File: src/swfr_pkg.sv
package swfr_pkg;

   localparam int MAX_FRAME_BYTES = 1024;
   localparam int RAW_W = $clog2(MAX_FRAME_BYTES + 1);

   localparam logic [7:0] FLAG_BYTE     = 8'h7E;
   localparam logic [7:0] ESC_BYTE      = 8'h7D;
   localparam logic [7:0] ESC_FLAG_BYTE = 8'h5E;
   localparam logic [7:0] ESC_ESC_BYTE  = 8'h5D;
   localparam logic [7:0] CTRL_SEQ0     = 8'h00;
   localparam logic [7:0] CTRL_SEQ1     = 8'h40;
   localparam logic [7:0] ADDRESS_RESET = 8'h03;

   localparam logic KIND_PAYLOAD = 1'b0;
   localparam logic KIND_VERDICT = 1'b1;

   localparam logic [1:0] VERDICT_ACCEPT    = 2'd0;
   localparam logic [1:0] VERDICT_REJECT    = 2'd1;
   localparam logic [1:0] VERDICT_DUPLICATE = 2'd2;
   localparam logic [1:0] VERDICT_DISCARD   = 2'd3;

   localparam logic [1:0] REPLY_NONE = 2'd0;
   localparam logic [1:0] REPLY_RR   = 2'd1;
   localparam logic [1:0] REPLY_REJ  = 2'd2;

   typedef struct packed {
      logic       out_kind;
      logic [7:0] payload_byte;
      logic [1:0] verdict;
      logic [1:0] reply_kind;
      logic       reply_seq;
   } rsp_type;

endpackage

File: src/stop_and_wait_frame_receiver.sv
// Stop-and-wait frame receiver. Takes one raw link byte per request and
// returns at most one result per request: a destuffed payload byte (emitted
// one byte late, so BCC2 and the closing flag never appear as payload) or,
// at frame end, a verdict with any RR/REJ reply to send and the updated
// sequence bit. A frame opens on the first byte after the previous one
// closed and closes on a raw 0x7E or after MAX_FRAME_BYTES raw bytes.
// Each byte is decoded combinationally into the result register, so a new
// request is taken every clock; a two-entry output buffer (result register
// plus skid register) keeps input flowing while one result waits, and
// req_stall rises only when both are full. Payload bytes of bad frames are
// still emitted; the verdict says whether to keep them. The user must write
// csr_address_byte only while the block is idle; this is not enforced.
module stop_and_wait_frame_receiver (
   input  logic       clock,
   input  logic       reset,
   input  logic       req_valid,
   output logic       req_stall,
   input  logic [7:0] req_rx_byte,
   output logic       rsp_valid,
   input  logic       rsp_stall,
   output logic       rsp_out_kind,
   output logic [7:0] rsp_payload_byte,
   output logic [1:0] rsp_verdict,
   output logic [1:0] rsp_reply_kind,
   output logic       rsp_reply_seq,
   input  logic       csr_valid,
   output logic       csr_ready,
   input  logic [7:0] csr_address_byte
);

   localparam logic [2:0] IDX_FLAG = 3'd0;
   localparam logic [2:0] IDX_ADDR = 3'd1;
   localparam logic [2:0] IDX_CTRL = 3'd2;
   localparam logic [2:0] IDX_BCC1 = 3'd3;
   localparam logic [2:0] IDX_FULL = 3'd5;
   localparam logic [swfr_pkg::RAW_W-1:0] RAW_LIMIT =
      swfr_pkg::RAW_W'(swfr_pkg::MAX_FRAME_BYTES);

   logic [7:0] address_ff;

   logic                       in_frame_ff, in_frame_in;
   logic [swfr_pkg::RAW_W-1:0] raw_count_ff, raw_count_in;
   logic [2:0]                 out_index_ff, out_index_in;
   logic                       escape_pending_ff, escape_pending_in;
   logic [1:0]                 header_code_ff, header_code_in;
   logic                       header_decided_ff, header_decided_in;
   logic [7:0]                 addr_seen_ff, addr_seen_in;
   logic [7:0]                 ctrl_seen_ff, ctrl_seen_in;
   logic                       expected_seq_ff, expected_seq_in;
   logic [7:0]                 data_xor_ff, data_xor_in;
   logic [7:0]                 held_byte_ff, held_byte_in;
   logic                       held_valid_ff, held_valid_in;

   swfr_pkg::rsp_type out_ff, skid_ff, result;
   logic              out_valid_ff, skid_valid_ff;

   logic       accept, pop, push, opening, closing, have;
   logic [7:0] x, d, want;

   // frame state as seen by this byte (a new frame starts from clear)
   logic [2:0] cur_out_index;
   logic       cur_escape, cur_header_decided, cur_held_valid;
   logic [1:0] cur_header_code;
   logic [7:0] cur_addr, cur_ctrl, cur_xor, cur_held;

   assign accept    = req_valid && !req_stall;
   assign pop       = out_valid_ff && !rsp_stall;
   assign req_stall = skid_valid_ff;
   assign csr_ready = 1'b1;
   assign x         = req_rx_byte;

   always_comb begin
      opening = !in_frame_ff;
      raw_count_in = opening ? swfr_pkg::RAW_W'(1) : raw_count_ff + swfr_pkg::RAW_W'(1);
      closing = !opening && ((x == swfr_pkg::FLAG_BYTE) || (raw_count_in >= RAW_LIMIT));

      cur_out_index      = opening ? 3'd0 : out_index_ff;
      cur_escape         = opening ? 1'b0 : escape_pending_ff;
      cur_header_code    = opening ? 2'd0 : header_code_ff;
      cur_header_decided = opening ? 1'b0 : header_decided_ff;
      cur_addr           = opening ? 8'd0 : addr_seen_ff;
      cur_ctrl           = opening ? 8'd0 : ctrl_seen_ff;
      cur_xor            = opening ? 8'd0 : data_xor_ff;
      cur_held           = opening ? 8'd0 : held_byte_ff;
      cur_held_valid     = opening ? 1'b0 : held_valid_ff;

      out_index_in      = cur_out_index;
      header_code_in    = cur_header_code;
      header_decided_in = cur_header_decided;
      addr_seen_in      = cur_addr;
      ctrl_seen_in      = cur_ctrl;
      data_xor_in       = cur_xor;
      held_byte_in      = cur_held;
      held_valid_in     = cur_held_valid;
      expected_seq_in   = expected_seq_ff;
      in_frame_in       = 1'b1;
      escape_pending_in = 1'b0;

      have = 1'b0;
      d    = 8'd0;
      if (cur_escape) begin
         d    = (x == swfr_pkg::ESC_FLAG_BYTE) ? swfr_pkg::FLAG_BYTE : swfr_pkg::ESC_BYTE;
         have = 1'b1;
      end else if (x == swfr_pkg::ESC_BYTE) begin
         if (closing) begin
            d    = swfr_pkg::ESC_BYTE;
            have = 1'b1;
         end else begin
            escape_pending_in = 1'b1;
         end
      end else begin
         d    = x;
         have = 1'b1;
      end

      push   = 1'b0;
      result = '0;
      want   = expected_seq_ff ? swfr_pkg::CTRL_SEQ1 : swfr_pkg::CTRL_SEQ0;

      if (!closing) begin
         if (have) begin
            case (cur_out_index)
               IDX_FLAG: begin
                  if (d != swfr_pkg::FLAG_BYTE) header_code_in[0] = 1'b1;
               end
               IDX_ADDR: addr_seen_in = d;
               IDX_CTRL: ctrl_seen_in = d;
               IDX_BCC1: begin
                  if (d != (cur_addr ^ cur_ctrl)) header_code_in[1] = 1'b1;
                  header_decided_in = 1'b1;
               end
               default: begin
                  if (cur_held_valid) begin
                     push                = 1'b1;
                     result.out_kind     = swfr_pkg::KIND_PAYLOAD;
                     result.payload_byte = cur_held;
                     data_xor_in         = cur_xor ^ cur_held;
                  end
                  held_byte_in  = d;
                  held_valid_in = 1'b1;
               end
            endcase
            if (cur_out_index < IDX_FULL) out_index_in = cur_out_index + 3'd1;
         end
      end else begin
         in_frame_in       = 1'b0;
         push              = 1'b1;
         result.out_kind   = swfr_pkg::KIND_VERDICT;
         result.verdict    = swfr_pkg::VERDICT_DISCARD;
         result.reply_kind = swfr_pkg::REPLY_NONE;
         if (cur_out_index < IDX_FULL || !cur_held_valid || !cur_header_decided) begin
            result.verdict = swfr_pkg::VERDICT_DISCARD;
         end else if (cur_header_code[0] || (cur_addr != address_ff)) begin
            result.verdict = swfr_pkg::VERDICT_DISCARD;
         end else if (cur_ctrl != swfr_pkg::CTRL_SEQ0 && cur_ctrl != swfr_pkg::CTRL_SEQ1) begin
            result.verdict = swfr_pkg::VERDICT_DISCARD;
         end else if (cur_ctrl != want) begin
            result.verdict    = swfr_pkg::VERDICT_DUPLICATE;
            result.reply_kind = swfr_pkg::REPLY_RR;
         end else begin
            expected_seq_in = !expected_seq_ff;
            if (cur_header_code[1] || (cur_held != cur_xor)) begin
               result.verdict    = swfr_pkg::VERDICT_REJECT;
               result.reply_kind = swfr_pkg::REPLY_REJ;
            end else if (d != swfr_pkg::FLAG_BYTE) begin
               result.verdict = swfr_pkg::VERDICT_DISCARD;
            end else begin
               result.verdict    = swfr_pkg::VERDICT_ACCEPT;
               result.reply_kind = swfr_pkg::REPLY_RR;
            end
         end
         result.reply_seq = expected_seq_in;
      end
   end

   always_ff @(posedge clock) begin
      if (reset) begin
         address_ff        <= swfr_pkg::ADDRESS_RESET;
         in_frame_ff       <= 1'b0;
         raw_count_ff      <= '0;
         out_index_ff      <= '0;
         escape_pending_ff <= 1'b0;
         header_code_ff    <= '0;
         header_decided_ff <= 1'b0;
         held_valid_ff     <= 1'b0;
         expected_seq_ff   <= 1'b0;
         out_valid_ff      <= 1'b0;
         skid_valid_ff     <= 1'b0;
      end else begin
         if (csr_valid && csr_ready) address_ff <= csr_address_byte;
         if (accept) begin
            in_frame_ff       <= in_frame_in;
            raw_count_ff      <= raw_count_in;
            out_index_ff      <= out_index_in;
            escape_pending_ff <= escape_pending_in;
            header_code_ff    <= header_code_in;
            header_decided_ff <= header_decided_in;
            held_valid_ff     <= held_valid_in;
            expected_seq_ff   <= expected_seq_in;
         end
         if (skid_valid_ff) begin
            if (pop) begin
               out_ff        <= skid_ff;
               skid_valid_ff <= 1'b0;
            end
         end else if (accept && push) begin
            if (!out_valid_ff || pop) begin
               out_ff       <= result;
               out_valid_ff <= 1'b1;
            end else begin
               skid_ff       <= result;
               skid_valid_ff <= 1'b1;
            end
         end else if (pop) begin
            out_valid_ff <= 1'b0;
         end
      end
   end

   always_ff @(posedge clock) begin
      if (accept) begin
         addr_seen_ff <= addr_seen_in;
         ctrl_seen_ff <= ctrl_seen_in;
         data_xor_ff  <= data_xor_in;
         held_byte_ff <= held_byte_in;
      end
   end

   assign rsp_valid        = out_valid_ff;
   assign rsp_out_kind     = out_ff.out_kind;
   assign rsp_payload_byte = out_ff.payload_byte;
   assign rsp_verdict      = out_ff.verdict;
   assign rsp_reply_kind   = out_ff.reply_kind;
   assign rsp_reply_seq    = out_ff.reply_seq;

   a_skid_behind_out: assert property (@(posedge clock) disable iff (reset)
      skid_valid_ff |-> out_valid_ff)
      else $error("skid register full while result register empty");

   a_raw_count_range: assert property (@(posedge clock) disable iff (reset)
      in_frame_ff |-> (raw_count_ff != '0 && raw_count_ff < RAW_LIMIT))
      else $error("raw byte count out of range in open frame");

   a_out_index_sat: assert property (@(posedge clock) disable iff (reset)
      out_index_ff <= IDX_FULL)
      else $error("destuffed byte index beyond saturation");

   a_held_implies_full: assert property (@(posedge clock) disable iff (reset)
      (in_frame_ff && held_valid_ff) |-> (out_index_ff == IDX_FULL && header_decided_ff))
      else $error("held payload byte before header complete");

   a_close_ends_frame: assert property (@(posedge clock) disable iff (reset)
      (accept && closing) |=> !in_frame_ff)
      else $error("frame still open after closing byte");

endmodule
File: config.mk
export PLATFORM = sky130hd
export DESIGN_NAME = stop_and_wait_frame_receiver
export DESIGN_NICKNAME = d
export VERILOG_FILES = /design/src/swfr_pkg.sv /design/src/stop_and_wait_frame_receiver.sv
export SDC_FILE = /design/constraint.sdc
export NUM_CORES = 1
export LEC_CHECK = 0
export ABC_AREA = 1
export BUFFER_PORTS_ARGS = -buffer_cell sky130_fd_sc_hd__buf_4
export CAP_MARGIN = 10
export CORE_AREA = 2 2 107 109
export CTS_CLUSTER_SIZE = 8
export DETAILED_ROUTE_END_ITERATION = 6
export DIE_AREA = 0 0 109 111
export REMOVE_ABC_BUFFERS = 1
export SLEW_MARGIN = 40
export SYNTH_ARGS = -nofsm -noshare
export SYNTH_HDL_FRONTEND = slang
export SYNTH_SLANG_ARGS = --single-unit
File: constraint.sdc
create_clock -name clock -period 3.61 [get_ports clock]
set_input_delay 0.5415 -clock clock [delete_from_list [all_inputs] [get_ports clock]]
set_output_delay 0.5415 -clock clock [all_outputs]
set_load 0.1 [all_outputs]
==> summary.md, run 1 <==
| Metric | Value |
|---|---|
| Min Tclk post-route | 2.60 ns |
| Reg2Reg Setup Slack | 1.01 ns |
| Drt total wl | 10.3 mm |
| Grt ovf | 0 |
| CP required | 3.67 ns |
| Critical Path End Type | flop |
| Arrival time worst endpoint | 2.66 ns |
| Hold Violations, Final | 0 |
| Die Y | 111 um |
| Power per cell area | 413 nW/um^2 |
| Worst Tran Pin Value | 0.575 ns |
| Resized cells post-CTS | 0 |
| FILL cells | 1,075 |
| Fin crit share | 0.721 |
| Max-cap violations | 0 |
| Setup tns final | 0 ns |
| Worst Setup Start Kind | flop |
| Internal power | 1690 uW |
| Nets | 625 |
| # hold bufs at CTS | 0 |
| Clock slew at reported path FFs | 0.06 ns |
| Post-synth cell types | 45 |
| Synth Warn # | 0 |
| Psw | 558 uW |
| Post-CTS Repair Setup Buffers | 0 |
| Synth Area per Inst | 8.59 um^2 |
| First-pass iteration count of the detailed router | 4 |
| CTS max path bufs | 2 |
| Post-synth ARST share | 0 |
| Die width | 109 um |
| DRC Markers | 0 |
| Area fraction of the dominant cell type after synthesis | 0.377 |
| H-Tree Depth | 3 |
| Root Buffer | clkbuf_16 |
| Routed length per placed instance | 13.8 um |
| Die ar. | 12,100 um^2 |
| Clk network pwr share | 0.377 |
| Hpwl dp | 7.71 mm |
| # clock sinks | 91 |
| Largest net degree at the start of global routing | 29 |
| Achievable frequency | 0.384 GHz |
| Slew margin rel. | 0.616 |
| Total GRT Usage | 0.183 |
| Crit path max fanout | 9 |
| Max-slew violations | 0 |
| Post-DP Area | 5180 um^2 |
| Vias in the first global route | 3,498 |
| Initial drt markers | 166 |
| Worst-skew pair later-pin latency | 0.35 ns |
| Static Leakage | 0.00228 uW |
| Peak VDD IR | 0.000263 V |
| Status | finished clean |
| Vias per std cell | 5.00 |
| Antenna Nets Post-Route | 0 |
| Post-synthesis cell area | 4780 um^2 |
| Seq/Total Area, Yosys | 0.506 |
| Slowest-stage cell, CP | dfxtp_1 |
| Top_reg_cell synth | edfxtp_1 |
| Buffers on Ports | 36 |
| CTS buffer count | 9 |
| Leading area contributor after synthesis | edfxtp_1 |
| Setup-failing EPs final | 0 |
| First-pass GRT wire length | 17.0 mm |
| Combinational Power Share | 0.102 |
| Post-synth EDFFs | 60 |
| Core Region | 11,100 um^2 |
| RSZ-0062 raised after global routing | false |
| Io pins | 38 |
| Placer congestion estimate | 0.869 |
| Worst-case clock skew | 0.00659 ns |
| Area of the multi-input gates | 2050 um^2 |
| Initial antenna violation count | 0 |
| Seq pwr share | 0.520 |
| Register area | 2420 um^2 |
| Vias post-DR | 3,733 |
| Starting Density | 0.432 |
| Layout Area Growth over Synthesis | 13.7% |
| Share of cells above drive strength 1 | 0.149 |
| Hold WC Path Type | in -> reg |
| Crit path kind | reg -> reg |
| Switching share of power | 0.248 |
| #FFs+latches synth | 91 |
| Slowest cell delay on critical path | 0.38 ns |
| Core Rows | 39 |
| Ant. Diodes | 0 |
| Cell area after layout | 5440 um^2 |
| Synthesized instance count | 557 |
| Area contributors post-synth | edfxtp_1 38%, dfxtp_1 13%, nand2_1 13%, o21ai_0 5.1%, nor2_1 3.7% |
| Crit-path cells | ha_1, nand3_1, nor2_2, nand2_1, nand2_1, nand3_2, nand2_4, inv_2, nand3_1, nand2_1, a21oi_1, nand3_1, nor2_1, buf_4 |
| CTS tree | built |
-- stage by stage --
step | total power, uW | hold slack, ns | setup WS, ns | utilization | std cells
2_1_floorplan | 1350 | 0.423 | -0.540 | - | 542
6_report | 2250 | 0.410 | 1.01 | 0.491 | 746
5_1_grt | 2350 | 0.416 | 0.745 | 0.491 | 746
3_3_place_gp | 1420 | 0.455 | 1.01 | 0.468 | 730
4_1_cts | 2270 | 0.397 | 0.994 | 0.491 | 746
3_5_place_dp | 1420 | 0.452 | 0.959 | 0.468 | 730
-- layer usage --
metal	part of all wire	vias up	GRT usage	wire length, um
met5	0	-	0	0
met3	0.054	11	0.0341	553
met4	0.018	0	0.0812	189
li1	-	1946	-	-
met2	0.48	94	0.293	4920
met1	0.45	1682	0.239	4660
-- worst max-delay path: cells and delay by family, from the launching register on --
| kind | cells | cell delay, ns |
|---|---|---|
| AO/OA/AOI/OAI | 1 | 0.25 |
| adder cells (fa/ha/maj) | 1 | 0.22 |
| buffers and inverters | 2 | 0.29 |
| flip-flops | 1 | 0.38 |
| AND/OR/NAND/NOR | 10 | 1.17 |
-- kinds of logic after synthesis --
family / Yosys count / synth area share
xor+xnor: 16 / 0.0309
mux: 2 / 0.00419
buf+inv: 66 / 0.0667
simple gates: 272 / 0.257
flops: 91 / 0.506
fa+ha+maj: 6 / 0.0157
other cells: 1 / 0.000784
compound gates: 103 / 0.118
-- flip-flops by register name, summed over array words and instances, names as in the netlist, 8 cells and up --
signal            count
address_ff            8
data_xor_ff           8
skid_ff              14
addr_seen_ff          8
held_byte_ff          8
rsp_payload_byte      8
ctrl_seen_ff          8
raw_count_ff         11
-- synthesized netlist by cell type (3+ instances only) --
master and instances:
o22ai_1 5, ha_1 6, o21ai_0 49, buf_4 4, edfxtp_1 60, dfxtp_1 31
buf_6 5, nand3_1 22, a21oi_1 25, xor2_1 5, inv_2 4, a31oi_1 3
inv_1 45, nor2_2 4, xnor2_1 10, nor3_1 7, nand2_1 162, nor2_4 9
nor2_1 47, nand2_4 3, nand2_2 4, clkbuf_1 3, nand3b_1 4, nand4_1 4
o21ai_1 11
-- cells in the final DEF, fill, tap and decap left out, types with 5 or more instances in the layout --
cell type | Yosys | routed
nand2_1 | 162 | 162
edfxtp_1 | 60 | 60
o21ai_0 | 49 | 49
nor2_1 | 47 | 47
inv_1 | 45 | 45
buf_4 | 4 | 45
dfxtp_1 | 31 | 31
a21oi_1 | 25 | 25
nand3_1 | 22 | 22
o21ai_1 | 11 | 11
xnor2_1 | 10 | 10
nor2_4 | 9 | 9
clkbuf_16 | 0 | 9
nor3_1 | 7 | 6
ha_1 | 6 | 6
xor2_1 | 5 | 5
o22ai_1 | 5 | 5
-- worst paths after layout --
| kind | cells past startpoint | endpoint | start |
|---|---|---|---|
| max | 14 | skid_ff[12]$_DFFE_PP_ | raw_count_ff[0]$_SDFFE_PP0P_ |
| min | 3 | address_ff[0]$_SDFFE_PP1P_ | csr_address_byte[0] |
| max reg2reg | 14 | skid_ff[12]$_DFFE_PP_ | raw_count_ff[0]$_SDFFE_PP0P_ |
| min reg2reg | 2 | header_decided_ff$_SDFFE_PP0P_ | header_decided_ff$_SDFFE_PP0P_ |
-- layout make-up --
cell class,count,share of cell area
clock buffer,13,0.0442
inverter,51,0.0361
tap,143,0.0329
clock inverter,3,0.00299
sequential,91,0.445
timing repair buffer,45,0.0621
multi-input combinational,400,0.376
-- power groups by stage --
stage	Sequential (uW)	Combinational [uW]	Clock, uW
after detailed placement	1190	231	0
after CTS	1170	232	873
after floorplan	1200	147	0
after global routing	1170	260	914
final	1170	230	848
after global placement	1190	226	0
Note: power is estimated with default switching activity, not from simulation.
==> run 2: changes to the inputs <==
==> constraint.sdc (replaced) <==
create_clock -name clock -period 2.1 [get_ports clock]
set_input_delay 0.315 -clock clock [delete_from_list [all_inputs] [get_ports clock]]
set_output_delay 0.315 -clock clock [all_outputs]
set_load 0.1 [all_outputs]
==> run 2 against run 1 <==
  * The run now ends with negative setup slack left
  * Global-route usage up 1.3 points
  * Die area unchanged
  * Register-to-register slack got worse by 1.0 ns
  * Fmax rose by 23%
  * Highest routed layer unchanged
==> summary.md, run 2 (same netlist as run 1, synthesis figures left out) <==
| Metric | Value |
|---|---|
| Core Rows | 39 |
| Most common cell after layout, fill and taps aside | nand2_1 |
| Static Leakage | 0.00274 uW |
| Worst Setup Start Kind | flop |
| Buf/Inv on CP | 2 |
| Slowest-stage cell, CP | dfxtp_2 |
| Achievable frequency | 0.472 GHz |
| Crit path max fanout | 6 |
| Initial drt markers | 208 |
| Placed Cells | 808 |
| RSZ-0062 raised after global routing | true |
| Starting Density | 0.432 |
| Buffers on Ports | 36 |
| First-pass GRT wire length | 18.7 mm |
| Post-DP Area | 5790 um^2 |
| CP required | 2.20 ns |
| Ant. Diodes | 0 |
| Slowest cell delay on critical path | 0.35 ns |
| FILL cells | 973 |
| CTS buffer count | 9 |
| Largest net degree at the start of global routing | 47 |
| Routed length per placed instance | 13.9 um |
| Die ar. | 12,100 um^2 |
| Critical Path End Type | flop |
| Crit path kind | reg -> reg |
| Die width | 109 um |
| Layout Cells excl Fill | 832 |
| Layout Area Growth over Synthesis | 34.6% |
| Io pins | 38 |
| Fin crit share | 1.01 |
| CTS max path bufs | 2 |
| Hold Violations, Final | 0 |
| Commonest cells after routing, fill and taps aside | 155 x nand2_1, 122 x buf_4, 60 x edfxtp_1, 44 x inv_1, 44 x o21ai_0 |
| Vias per std cell | 4.98 |
| Crit path max-delay family | simple AND/OR/NAND/NOR gates |
| Largest registers | skid_ff: 14 flops, raw_count_ff: 11 flops |
| Largest Register | skid_ff |
| Worst-case clock skew | 0.00760 ns |
| Register area | 2430 um^2 |
| # hold bufs at CTS | 0 |
| Cell area after layout | 6440 um^2 |
| Area of the multi-input gates | 2250 um^2 |
| Drt total wl | 11.6 mm |
| Placer congestion estimate | 0.887 |
| DRC Markers | 0 |
| Peak VDD IR | 0.000370 V |
| Status | finished, violations left |
| Grt ovf | 0 |
| Vias in the first global route | 3,999 |
| Max-cap violations | 0 |
| Clock slew at reported path FFs | 0.06 ns |
| Total GRT Usage | 0.196 |
| Root Buffer | clkbuf_16 |
| First-pass iteration count of the detailed router | 5 |
| Max reg flops | 14 |
| Worst setup margin | -0.0203 ns |
| Core Region | 11,100 um^2 |
| CP dominant cell by count | nand2_2 |
| Min Tclk post-route | 2.12 ns |
| Pre-CTS setup slack | -0.168 ns |
| CTS tree | built |
| Die Y | 111 um |
| Hold_ws | 0.182 ns |
| H-Tree Depth | 3 |
| Arrival time worst endpoint | 2.22 ns |
| Setup-failing EPs final | 2 |
| Max-slew violations | 0 |
| Crit-path cells | ha_4, nand3_4, nor2_4, nand2_2, nand2_2, nand3_4, nand2_4, buf_6, nand2_8, a21oi_4, nor2_4, nand3_2, nand2_2, buf_6, nand3_2, nand2_1 |
| Failing checks | negative setup slack |
| Antenna Nets Post-Route | 0 |
| Share of cells above drive strength 1 | 0.308 |
| Hold WC Path Type | in -> reg |
| Nets | 711 |
| Worst-skew pair later-pin latency | 0.34 ns |
| Power per cell area | 684 nW/um^2 |
| Hpwl dp | 8.39 mm |
| Initial antenna violation count | 0 |
| Vias post-DR | 4,141 |
| # clock sinks | 91 |
-- run 2: changes by cell type in the layout (fill, tap and decap cells not counted), moves of 4 or more --
cell	change
nor2_1	-9
nand2_2	+4
nor2_2	+5
nand2_1	-7
buf_4	+77
nand3_1	-7
buf_6	+6
inv_4	+4
nand3_2	+4
nor2_4	+4
o21ai_0	-5
-- run 2: worst paths after layout --
check	start	end	slack, ns	cells after the start
max	raw_count_ff[0]$_SDFFE_PP0P_	rsp_reply_kind[0]$_DFFE_PP_	-0.02	16
min reg2reg	header_decided_ff$_SDFFE_PP0P_	header_decided_ff$_SDFFE_PP0P_	0.46	2
min	csr_address_byte[0]	address_ff[0]$_SDFFE_PP1P_	0.18	3
max reg2reg	raw_count_ff[0]$_SDFFE_PP0P_	rsp_reply_kind[0]$_DFFE_PP_	-0.02	16
-- run 2: layer usage --
metal,track usage,share of wire
met5,0,0
met4,0.0803,0.022
met3,0.0259,0.031
met2,0.325,0.50
met1,0.255,0.45
-- run 2: area by class of cell --
cell class | instances | share of cell area
clock buffers | 11 | 0.0362
clock inverters | 5 | 0.0159
inverters | 51 | 0.0321
multi-input cells | 400 | 0.349
flip-flops and latches | 91 | 0.377
well taps | 143 | 0.0278
repair buffers | 131 | 0.161
-- run 2: report_power, final --
group | total, uW | switching, uW | internal, uW
sequential | 2010 | 33.0 | 1970
clock | 1840 | 678 | 1160
combinational | 556 | 318 | 238
total | 4400 | 1030 | 3370
-- run 2: stage by stage --
step	utilization	TNS (ns)	total power [uW]
final	0.581	-0.0342	4400
after global routing	0.581	-5.16	4570
after CTS	0.561	-1.72	4390
after detailed placement	0.523	-4.70	2550
after global placement	0.523	-1.70	2540
after floorplan	-	-99.83	2310
-- run 2: repair_timing --
action                                  4_1_cts  5_1_grt
setup buffers                                 3        5
endpoints found under the setup margin       39       90
resized for setup                            17       50
pin swaps                                    11       24
-- run 2: worst min-delay path, cell delays in order --
cell and delay (ns):
buf_4 0.07, nand2_1 0.04, nand3_1 0.06
